--- src/hdl/kmsr_pkg.sv ---
// Shared types, constants and helpers of the key matrix scanner with repeat buffer.
package kmsr_pkg;

  localparam int KMSR_NUM_ROWS = 10;
  localparam int KMSR_ROW_W = 8;
  localparam int KMSR_SHIFT_ROW = 7;
  localparam int KMSR_SHIFT_BIT = 5;
  localparam int KMSR_HALF_W = 40;
  localparam int KMSR_IDX_W = 7;

  localparam int KMSR_BUF_DEPTH = 32;

  localparam int KMSR_CFG_IDX_W = 2;
  localparam int KMSR_CFG_DATA_W = 8;
  localparam logic [KMSR_CFG_IDX_W-1:0] KMSR_REG_DELAY = 2'd0;
  localparam logic [KMSR_CFG_IDX_W-1:0] KMSR_REG_INTERVAL = 2'd1;
  localparam logic [KMSR_CFG_DATA_W-1:0] KMSR_DELAY_RESET = 8'd12;
  localparam logic [KMSR_CFG_DATA_W-1:0] KMSR_INTERVAL_RESET = 8'd3;

  localparam logic KMSR_OP_SCAN = 1'b0;
  localparam logic KMSR_OP_READ = 1'b1;

  localparam int KMSR_OQ_DEPTH = 3;
  localparam int KMSR_OQ_PTR_W = $clog2(KMSR_OQ_DEPTH);
  localparam int KMSR_OQ_CNT_W = $clog2(KMSR_OQ_DEPTH + 1);

  typedef logic [KMSR_NUM_ROWS-1:0][KMSR_ROW_W-1:0] kmsr_rows_t;

  typedef struct packed {
    logic                  found;
    logic                  shift;
    logic [KMSR_IDX_W-1:0] idx;
  } kmsr_code_t;

  typedef struct packed {
    logic                  empty;
    logic                  found;
    logic                  shift;
    logic [KMSR_IDX_W-1:0] idx;
  } kmsr_result_t;

  typedef struct packed {
    logic         valid;
    kmsr_result_t data;
  } kmsr_push_t;

  typedef struct packed {
    logic                  changed;
    logic                  any;
    logic                  found;
    logic [KMSR_IDX_W-1:0] idx;
  } kmsr_scan_info_t;

  // Position of the highest set bit of a row byte.
  function automatic logic [2:0] kmsr_top_bit(input logic [KMSR_ROW_W-1:0] v);
    logic [2:0] n;
    n = 3'd0;
    for (int b = 0; b < KMSR_ROW_W; b++) begin
      if (v[b]) begin
        n = 3'(b);
      end
    end
    return n;
  endfunction

endpackage

--- src/hdl/kmsr_in_if.sv ---
// Input channel: scan or read request items.
interface kmsr_in_if
  import kmsr_pkg::*;
();
  logic                  valid;
  logic                  ready;
  logic                  opcode;
  logic [KMSR_HALF_W-1:0] scan_rows_low;
  logic [KMSR_HALF_W-1:0] scan_rows_high;

  modport source (output valid, output opcode, output scan_rows_low,
                  output scan_rows_high, input ready);
  modport sink (input valid, input opcode, input scan_rows_low,
                input scan_rows_high, output ready);
endinterface

--- src/hdl/kmsr_out_if.sv ---
// Result channel: one item per read request.
interface kmsr_out_if
  import kmsr_pkg::*;
();
  logic                  valid;
  logic                  ready;
  logic                  buffer_empty;
  logic                  key_found;
  logic                  shift_held;
  logic [KMSR_IDX_W-1:0] key_index;

  modport source (output valid, output buffer_empty, output key_found,
                  output shift_held, output key_index, input ready);
  modport sink (input valid, input buffer_empty, input key_found,
                input shift_held, input key_index, output ready);
endinterface

--- src/hdl/kmsr_cfg_if.sv ---
// Configuration write channel.
interface kmsr_cfg_if
  import kmsr_pkg::*;
();
  logic                       valid;
  logic                       ready;
  logic [KMSR_CFG_IDX_W-1:0]  index;
  logic [KMSR_CFG_DATA_W-1:0] data;

  modport source (output valid, output index, output data, input ready);
  modport sink (input valid, input index, input data, output ready);
endinterface

--- src/hdl/kmsr_key_encode.sv ---
// Scan compare and fresh-key priority encoder.
module kmsr_key_encode
  import kmsr_pkg::*;
(
  input  kmsr_rows_t      rows_i,
  input  kmsr_rows_t      last_i,
  output kmsr_scan_info_t info_o
);

  logic [KMSR_ROW_W-1:0] fresh;

  always_comb begin
    info_o = '0;
    fresh = '0;
    info_o.changed = (rows_i != last_i);
    info_o.any = (rows_i != '0);
    // Walk from the top row down so the lowest row with a new key wins.
    for (int r = KMSR_NUM_ROWS - 1; r >= 0; r--) begin
      fresh = rows_i[r] & ~last_i[r];
      if (fresh != '0) begin
        info_o.found = 1'b1;
        info_o.idx = {4'(r), kmsr_top_bit(fresh)};
      end
    end
  end

endmodule

--- src/hdl/kmsr_out_queue.sv ---
// Small result queue that drives the output channel.
module kmsr_out_queue
  import kmsr_pkg::*;
(
  input  logic                     clk,
  input  logic                     rst_n,
  input  kmsr_push_t               push_i,
  output logic [KMSR_OQ_CNT_W-1:0] count_o,
  kmsr_out_if.source               out_ch
);

  kmsr_result_t q_r [KMSR_OQ_DEPTH];
  logic [KMSR_OQ_PTR_W-1:0] head_r, head_nxt, tail_r, tail_nxt;
  logic [KMSR_OQ_CNT_W-1:0] count_r, count_nxt;
  logic pop;

  function automatic logic [KMSR_OQ_PTR_W-1:0] step_ptr(input logic [KMSR_OQ_PTR_W-1:0] p);
    return (p == KMSR_OQ_PTR_W'(KMSR_OQ_DEPTH - 1)) ? '0 : p + 1'b1;
  endfunction

  assign pop = out_ch.valid && out_ch.ready;

  always_comb begin
    head_nxt = pop ? step_ptr(head_r) : head_r;
    tail_nxt = push_i.valid ? step_ptr(tail_r) : tail_r;
    count_nxt = count_r + KMSR_OQ_CNT_W'(push_i.valid) - KMSR_OQ_CNT_W'(pop);
  end

  always_ff @(posedge clk) begin
    if (!rst_n) begin
      head_r <= '0;
      tail_r <= '0;
      count_r <= '0;
    end else begin
      head_r <= head_nxt;
      tail_r <= tail_nxt;
      count_r <= count_nxt;
    end
  end

  always_ff @(posedge clk) begin
    if (push_i.valid) begin
      q_r[tail_r] <= push_i.data;
    end
  end

  assign count_o = count_r;
  assign out_ch.valid = (count_r != '0);
  assign out_ch.buffer_empty = q_r[head_r].empty;
  assign out_ch.key_found = q_r[head_r].found;
  assign out_ch.shift_held = q_r[head_r].shift;
  assign out_ch.key_index = q_r[head_r].idx;

endmodule

--- src/hdl/key_matrix_scan_repeat_fifo.sv ---
// Top level of the key matrix scanner with typematic repeat and key buffer.
//
// The block takes one item per clock cycle on in_ch: either a full 10x8 key
// matrix scan or a read request. A scan that differs from the stored one is
// stored and pushes a key code (or a no-key code) into the key buffer; an
// unchanged scan with keys held drives the typematic repeat, which after
// repeat_delay+2 scans re-pushes the last code once every repeat_interval+1
// scans. The key buffer is a synchronous memory of BUF_DEPTH entries with a
// registered read and no overflow guard: after BUF_DEPTH pushes without
// reads the buffer reads as empty, and later pushes overwrite its oldest
// entries. Scans produce no result. Each read produces one transfer on
// out_ch, through the registered memory read and the output queue; a
// three-entry queue lets reads stream at one per cycle while out_ch accepts
// every cycle, and in_ch stalls only when that queue backs up. Register
// writes on cfg_ch are taken at once and must come while the block is idle.
module key_matrix_scan_repeat_fifo
  import kmsr_pkg::*;
#(
  parameter int BUF_DEPTH = KMSR_BUF_DEPTH
) (
  input  logic       clk,
  input  logic       rst_n,
  kmsr_in_if.sink    in_ch,
  kmsr_out_if.source out_ch,
  kmsr_cfg_if.sink   cfg_ch
);

  localparam int AW = (BUF_DEPTH > 1) ? $clog2(BUF_DEPTH) : 1;

  // Repeat phases; the unused code behaves as the repeating phase.
  localparam logic [1:0] PH_IDLE = 2'd0;
  localparam logic [1:0] PH_DELAY = 2'd1;
  localparam logic [1:0] PH_REPEAT = 2'd2;

  // Configuration registers.
  logic [KMSR_CFG_DATA_W-1:0] delay_r, interval_r;

  // Scan and repeat state.
  kmsr_rows_t last_r, last_nxt;
  logic [1:0] phase_r, phase_nxt;
  logic [7:0] count_r, count_nxt;
  kmsr_code_t cur_r, cur_nxt;
  kmsr_code_t rep_r, rep_nxt;

  // Key buffer pointers and memory.
  logic [AW-1:0] rp_r, rp_nxt, wp_r, wp_nxt;
  kmsr_code_t mem [BUF_DEPTH];
  kmsr_code_t mem_rd_r;

  // Read pipeline stage between the memory and the output queue.
  logic s1_valid_r, s1_empty_r;

  kmsr_rows_t rows;
  kmsr_scan_info_t info;
  kmsr_push_t q_push;
  logic [KMSR_OQ_CNT_W-1:0] q_count;
  logic [KMSR_OQ_CNT_W:0] inflight;
  logic in_fire, scan_fire, read_fire, buf_empty, rd_en, push_en, shift_now;
  kmsr_code_t push_code;

  function automatic logic [AW-1:0] step_ptr(input logic [AW-1:0] p);
    return (p == AW'(BUF_DEPTH - 1)) ? '0 : p + 1'b1;
  endfunction

  // Configuration port: always ready, unknown indexes fall through.
  assign cfg_ch.ready = 1'b1;

  always_ff @(posedge clk) begin
    if (!rst_n) begin
      delay_r <= KMSR_DELAY_RESET;
      interval_r <= KMSR_INTERVAL_RESET;
    end else if (cfg_ch.valid) begin
      case (cfg_ch.index)
        KMSR_REG_DELAY: delay_r <= cfg_ch.data;
        KMSR_REG_INTERVAL: interval_r <= cfg_ch.data;
        default: ;
      endcase
    end
  end

  // Input handshake. Everything that can still turn into a queue entry is
  // counted, so the queue always has room when the read stage lands.
  assign inflight = {1'b0, q_count} + (KMSR_OQ_CNT_W + 1)'(s1_valid_r);
  assign in_ch.ready = (inflight < (KMSR_OQ_CNT_W + 1)'(KMSR_OQ_DEPTH));
  assign in_fire = in_ch.valid && in_ch.ready;
  assign read_fire = in_fire && (in_ch.opcode == KMSR_OP_READ);
  assign scan_fire = in_fire && (in_ch.opcode == KMSR_OP_SCAN);

  assign rows = {in_ch.scan_rows_high, in_ch.scan_rows_low};

  kmsr_key_encode u_encode (
    .rows_i (rows),
    .last_i (last_r),
    .info_o (info)
  );

  assign shift_now = rows[KMSR_SHIFT_ROW][KMSR_SHIFT_BIT];

  // Scan and typematic repeat update.
  always_comb begin
    last_nxt = last_r;
    phase_nxt = phase_r;
    count_nxt = count_r;
    cur_nxt = cur_r;
    rep_nxt = rep_r;
    push_en = 1'b0;
    push_code = '0;
    if (scan_fire) begin
      if (info.changed) begin
        phase_nxt = PH_IDLE;
        last_nxt = rows;
        cur_nxt = '0;
        if (info.found) begin
          cur_nxt = '{found: 1'b1, shift: shift_now, idx: info.idx};
        end
        push_en = 1'b1;
        push_code = cur_nxt;
      end else if (!info.any) begin
        phase_nxt = PH_IDLE;
        rep_nxt = '0;
        cur_nxt = '0;
      end else begin
        case (phase_r)
          PH_IDLE: begin
            phase_nxt = PH_DELAY;
            count_nxt = delay_r;
            rep_nxt = cur_r;
            cur_nxt = '0;
          end
          PH_DELAY: begin
            if (count_r == '0) begin
              phase_nxt = PH_REPEAT;
            end else begin
              count_nxt = count_r - 1'b1;
            end
            cur_nxt = '0;
          end
          default: begin
            if (count_r == '0) begin
              cur_nxt = rep_r;
              push_en = 1'b1;
              push_code = rep_r;
              count_nxt = interval_r;
            end else begin
              count_nxt = count_r - 1'b1;
            end
          end
        endcase
      end
    end
  end

  // Pointer update. A read and a push never share a cycle.
  assign buf_empty = (rp_r == wp_r);
  assign rd_en = read_fire && !buf_empty;

  always_comb begin
    rp_nxt = rd_en ? step_ptr(rp_r) : rp_r;
    wp_nxt = push_en ? step_ptr(wp_r) : wp_r;
  end

  always_ff @(posedge clk) begin
    if (!rst_n) begin
      last_r <= '0;
      phase_r <= PH_IDLE;
      count_r <= '0;
      cur_r <= '0;
      rep_r <= '0;
      rp_r <= '0;
      wp_r <= '0;
      s1_valid_r <= 1'b0;
      s1_empty_r <= 1'b0;
    end else begin
      last_r <= last_nxt;
      phase_r <= phase_nxt;
      count_r <= count_nxt;
      cur_r <= cur_nxt;
      rep_r <= rep_nxt;
      rp_r <= rp_nxt;
      wp_r <= wp_nxt;
      s1_valid_r <= read_fire;
      s1_empty_r <= buf_empty;
    end
  end

  // Key buffer memory: one write port, one registered read port.
  always_ff @(posedge clk) begin
    if (push_en) begin
      mem[wp_r] <= push_code;
    end
  end

  always_ff @(posedge clk) begin
    if (rd_en) begin
      mem_rd_r <= mem[rp_r];
    end
  end

  // An empty read reports zero in every other field.
  always_comb begin
    q_push = '0;
    q_push.valid = s1_valid_r;
    if (s1_empty_r) begin
      q_push.data.empty = 1'b1;
    end else begin
      q_push.data.found = mem_rd_r.found;
      q_push.data.shift = mem_rd_r.shift;
      q_push.data.idx = mem_rd_r.idx;
    end
  end

  kmsr_out_queue u_out_queue (
    .clk     (clk),
    .rst_n   (rst_n),
    .push_i  (q_push),
    .count_o (q_count),
    .out_ch  (out_ch)
  );

  // The read stage may only land in a queue that has room.
  a_queue_room: assert property (@(posedge clk) disable iff (!rst_n)
    s1_valid_r |-> (q_count < KMSR_OQ_CNT_W'(KMSR_OQ_DEPTH)))
    else $error("read result arrives at a full output queue");

  // Every accepted read reaches the read stage in the next cycle.
  a_read_stage: assert property (@(posedge clk) disable iff (!rst_n)
    read_fire |=> s1_valid_r)
    else $error("accepted read did not reach the read stage");

  // A changed scan always pushes and moves the write pointer.
  a_push_on_change: assert property (@(posedge clk) disable iff (!rst_n)
    (scan_fire && info.changed) |=> (wp_r != $past(wp_r)))
    else $error("changed scan did not advance the write pointer");

  // The read pointer moves only on a read of a non-empty buffer.
  a_rp_moves: assert property (@(posedge clk) disable iff (!rst_n)
    (rp_r != $past(rp_r)) |-> $past(read_fire && !buf_empty))
    else $error("read pointer moved without a non-empty read");

endmodule

--- src/flat_wrapper.sv ---
// flat-port wrapper written by rule: the top's interface ports become plain ports
module key_matrix_scan_repeat_fifo_flat import kmsr_pkg::*;
#(
  parameter int BUF_DEPTH = KMSR_BUF_DEPTH
)
  (clk, rst_n, in_ch_valid, in_ch_opcode, in_ch_scan_rows_low, in_ch_scan_rows_high, in_ch_ready, out_ch_valid, out_ch_buffer_empty, out_ch_key_found, out_ch_shift_held, out_ch_key_index, out_ch_ready, cfg_ch_valid, cfg_ch_index, cfg_ch_data, cfg_ch_ready);
  kmsr_in_if in_ch_i ();
  kmsr_out_if out_ch_i ();
  kmsr_cfg_if cfg_ch_i ();
  input  logic clk;
  input  logic rst_n;
  input wire logic [$bits(in_ch_i.valid)-1:0] in_ch_valid;
  input wire logic [$bits(in_ch_i.opcode)-1:0] in_ch_opcode;
  input wire logic [$bits(in_ch_i.scan_rows_low)-1:0] in_ch_scan_rows_low;
  input wire logic [$bits(in_ch_i.scan_rows_high)-1:0] in_ch_scan_rows_high;
  output wire logic [$bits(in_ch_i.ready)-1:0] in_ch_ready;
  output wire logic [$bits(out_ch_i.valid)-1:0] out_ch_valid;
  output wire logic [$bits(out_ch_i.buffer_empty)-1:0] out_ch_buffer_empty;
  output wire logic [$bits(out_ch_i.key_found)-1:0] out_ch_key_found;
  output wire logic [$bits(out_ch_i.shift_held)-1:0] out_ch_shift_held;
  output wire logic [$bits(out_ch_i.key_index)-1:0] out_ch_key_index;
  input wire logic [$bits(out_ch_i.ready)-1:0] out_ch_ready;
  input wire logic [$bits(cfg_ch_i.valid)-1:0] cfg_ch_valid;
  input wire logic [$bits(cfg_ch_i.index)-1:0] cfg_ch_index;
  input wire logic [$bits(cfg_ch_i.data)-1:0] cfg_ch_data;
  output wire logic [$bits(cfg_ch_i.ready)-1:0] cfg_ch_ready;
  assign in_ch_i.valid = in_ch_valid;
  assign in_ch_i.opcode = in_ch_opcode;
  assign in_ch_i.scan_rows_low = in_ch_scan_rows_low;
  assign in_ch_i.scan_rows_high = in_ch_scan_rows_high;
  assign in_ch_ready = in_ch_i.ready;
  assign out_ch_valid = out_ch_i.valid;
  assign out_ch_buffer_empty = out_ch_i.buffer_empty;
  assign out_ch_key_found = out_ch_i.key_found;
  assign out_ch_shift_held = out_ch_i.shift_held;
  assign out_ch_key_index = out_ch_i.key_index;
  assign out_ch_i.ready = out_ch_ready;
  assign cfg_ch_i.valid = cfg_ch_valid;
  assign cfg_ch_i.index = cfg_ch_index;
  assign cfg_ch_i.data = cfg_ch_data;
  assign cfg_ch_ready = cfg_ch_i.ready;
  key_matrix_scan_repeat_fifo #(.BUF_DEPTH(BUF_DEPTH)) u_core (.clk(clk), .rst_n(rst_n), .in_ch(in_ch_i), .out_ch(out_ch_i), .cfg_ch(cfg_ch_i));
endmodule
--- config.mk ---
export PLATFORM = sky130hd
export DESIGN_NAME = key_matrix_scan_repeat_fifo_flat
export DESIGN_NICKNAME = d
export VERILOG_FILES = /design/src/hdl/kmsr_pkg.sv /design/src/hdl/kmsr_in_if.sv /design/src/hdl/kmsr_out_if.sv /design/src/hdl/kmsr_cfg_if.sv /design/src/hdl/kmsr_key_encode.sv /design/src/hdl/kmsr_out_queue.sv /design/src/hdl/key_matrix_scan_repeat_fifo.sv /design/src/flat_wrapper.sv
export SDC_FILE = /design/constraint.sdc
export NUM_CORES = 1
export LEC_CHECK = 0
export BUFFER_PORTS_ARGS = -buffer_cell sky130_fd_sc_hd__buf_2
export CORE_MARGIN = 10
export CORE_UTILIZATION = 60
export DETAILED_ROUTE_END_ITERATION = 16
export GPL_TIMING_DRIVEN = 1
export HOLD_SLACK_MARGIN = 0.03
export PLACE_DENSITY_LB_ADDON = 0.25
export RECOVER_POWER = 50
export SLEW_MARGIN = 20
export SYNTH_ARGS = -nofsm -noshare
export SYNTH_HDL_FRONTEND = slang
export SYNTH_SLANG_ARGS = --single-unit
--- constraint.sdc ---
create_clock -name clk -period 7.7 [get_ports clk]
set_input_delay 1.925 -clock clk [delete_from_list [all_inputs] [get_ports clk]]
set_output_delay 1.925 -clock clk [all_outputs]
set_load 0.05 [all_outputs]
==> qor.txt <==
Total Wirelength: 53,000 µm
Sequential power share: 0.500
Fill cells: 2,384
Slew @ Worst Pin: 4220 ps
Die Span Y: 208 µm
Placed instance area: 22,400 µm²
WP buf/inv: 2
DIE AREA: 43,400 µm²
CTS clk-pin slew, worst paths: 60 ps
Max VDD drop: 0.196 mV
Number of post-CTS setup repair buffers: 0
First-pass iteration count of the detailed router: 6
Worst path required time: 7830 ps
CP Max Fanout: 21
Post-Layout Inst Area: 23,800 µm²
Worst-skew pair later-pin latency: 570 ps
Initial core utilization: 0.612
Post-Layout Cell Count: 2,180
Slew Viols, Final: 187
Placement Setup Slack: 2280 ps
Area delta synth->final: 12.1%
Psw: 1360 µW
Worst-path cell chain: buf_2, ha_1, nand4_1, nor4_1, nand2_1, nor3_1, a21oi_1, clkbuf_1, nand2_1, nor3_1
Vias in the first global route: 14.0k
Synth warn: 0
Pin count of the biggest net entering global routing: 72
Internal cell power: 4270 µW
Min Hold Slack: 454 ps
RSZ-0062 raised after global routing: false
Worst setup margin: 1890 ps
Final HPWL DP: 35,200 µm
Root Buffer: clkbuf_16
DR DRC count: 0
Core ar.: 34,700 µm²
Post-synth ARST share: 0
Endpoints failing hold: 0
Tmin final: 5810 ps
Crit Path Class: in2reg
Post-CTS Resized: 0
DR vias/cell: 6.34
P_leak: 0.00854 µW
Avg Inst Size Synth: 13.5 µm²
Top FF cell, synth: edfxtp_1
Post-synth EDFFs: 327
Clock power share: 0.396
Initial antenna violation count: 3
Syn_nets: 1,766
Vias: 13.8k
Inserted Clock Buffers: 47
CP startpoint kind: input pin
CTS tree: yes
Final setup fails: 0
Maxcap violations: 7
Post-synthesis cell area: 21,300 µm²
DR iter-0 viols: 1,553
CTS Sinks: 471
Row count: 68
GRT Total Usage: 0.241
TNS Setup: 0 ps
Proportion of layout cells with a drive suffix above 1: 0.174
Fin nets: 1,879
CP max stage delay: 1780 ps
Number of cells after detailed placement: 2,096
Remaining Overflow, GRT: 0
Sw Share: 0.242
Clock buffer depth: 3
WP data arrival: 5940 ps
First-pass GRT wire length: 82,100 µm
Port-buffer cells: 107
IO Count: 109
Failing checks: capacitance limit, slew limit
Max_slew headroom: -1.82
Worst Setup End Kind: flop
Unique masters post-synth: 72
Fmax: 172 MHz
Min-delay worst type: reg2reg
Crit-path slowest cell: nor3_1
Synthesis-stage register bit count: 471
Die W: 208 µm
Hold-fix buffers, CTS: 0
Part of the power in combinational logic: 0.104
Clock H-tree levels: 2
Final period util: 0.755
Status: complete, but fails checks
Final Skew: 19.4 ps
Synth Instances: 1,578
Seq/Total Area, Yosys: 0.597
Post-route ant nets: 0
P per Cell Area: 237 nW/µm²
GPL Wtd Cong: 1.01
Crit-path leading delay family: simple AND/OR/NAND/NOR gates
WL/cell: 24.3 µm
[power groups by stage]
stage                     clock network (µW)  registers [µW]  logic [µW]
after floorplan                            0            2840         429
after global placement                     0            2870         574
after detailed placement                   0            2870         585
after CTS                               2250            2820         589
after global routing                    2340            2830         646
final                                   2230            2820         587
[per-stage QoR]
stage	total power, µW	util
4_1_cts	5660	0.687
3_5_place_dp	3460	0.644
3_3_place_gp	3440	0.644
6_report	5640	0.686
5_1_grt	5810	0.686
2_1_floorplan	3270	-
[cells by family (layout without fill, tap and decap cells)]
logic type               Yosys count  count (layout)  synth area share
AO/OA/AOI/OAI                    150             150            0.0443
XOR/XNOR                          12              12           0.00494
adder cells (fa/ha/maj)           92              92            0.0541
buffers and inverters            170             316            0.0328
flip-flops                       471             471             0.597
multiplexers                     210             210             0.152
other                              1               2          0.000176
AND/OR/NAND/NOR                  472             472             0.114
[placed cells by master (no fill, tap or decap), drive strengths merged, types with 4 or more instances in the layout]
cell	n
o31ai	8
a21oi	50
or4	9
ha	92
mux4	90
buf	114
or2	14
mux2	9
nand3b	5
edfxtp	327
o211ai	9
o21ai	37
xnor2	6
clkinv	15
nor4b	4
xor2	6
nor2b	20
nor3	29
nand4	46
nand2b	11
and3	12
nor4	48
a211oi	4
o311ai	7
nand2	74
inv	99
a31oi	9
nor2	166
dfxtp	144
and2	5
clkbuf	83
mux2i	111
nor3b	10
nand3	12
[cells in the mapped netlist, types with 9 or more instances]
master / count / share of area
a21oi_1: 49 / 0.012
a31oi_1: 9 / 0.0026
and3_1: 12 / 0.0035
buf_1: 10 / 0.0018
buf_2: 14 / 0.0033
clkbuf_1: 39 / 0.0069
dfxtp_1: 144 / 0.14
edfxtp_1: 327 / 0.46
ha_1: 92 / 0.054
inv_1: 97 / 0.017
mux2_2: 9 / 0.0048
mux2i_1: 111 / 0.052
mux4_2: 90 / 0.095
nand2_1: 74 / 0.013
nand2b_1: 11 / 0.0032
nand3_1: 11 / 0.0026
nand4_1: 46 / 0.014
nor2_1: 165 / 0.029
nor2b_1: 17 / 0.0050
nor3_1: 26 / 0.0061
nor3b_1: 10 / 0.0035
nor4_1: 47 / 0.014
o211ai_1: 9 / 0.0032
o21ai_0: 25 / 0.0059
o21ai_1: 12 / 0.0028
[cell type report]
class	instances	area (µm²)	share of cell area
multi-input combinational	937	7980	0.335
inverter	98	369	0.0155
clock inverter	21	196	0.00824
clock buffer	61	1290	0.0542
tap	455	569	0.0239
antenna	1	2.50	0.000105
sequential	471	12700	0.533
timing repair buffer	136	716	0.0300
[flip-flops by register name (all words and copies together) (netlist names), 5 cells and up, named ones only]
register,count
u_core.mem_rd_r,9
u_core.interval_r,8
u_core.rp_r,5
u_core.delay_r,8
u_core.u_out_queue.q_r,30
u_core.last_r,80
u_core.count_r,8
u_core.rep_r,9
u_core.cur_r,9
u_core.wp_r,5
u_core.mem,288
[tightest hold or removal path: stages (launching register included)]
cell and delay (ps):
dfxtp_1 310, nand2_1 50, a21oi_1 50
[metal layers]
layer / global-route usage / wire length, µm / vias up
met5: 0 / 26 / -
met4: 0.0777 / 1540 / 4
met3: 0.0574 / 5130 / 134
met2: 0.384 / 25300 / 744
met1: 0.321 / 21000 / 6767
li1: - / - / 6180
[final timing paths]
| path | cells after the start | start | end | slack, ps |
|---|---|---|---|---|
| min | 2 | u_core.rep_r[7] | u_core.rep_r[7] | 450 |
| max reg2reg | 4 | u_core.rp_r[1] | u_core.mem_rd_r[0] | 2370 |
| max | 10 | in_ch_scan_rows_low[3] | u_core.mem[15][7] | 1890 |
| min reg2reg | 2 | u_core.rep_r[7] | u_core.rep_r[7] | 450 |
(Power assumes the default switching activity.)
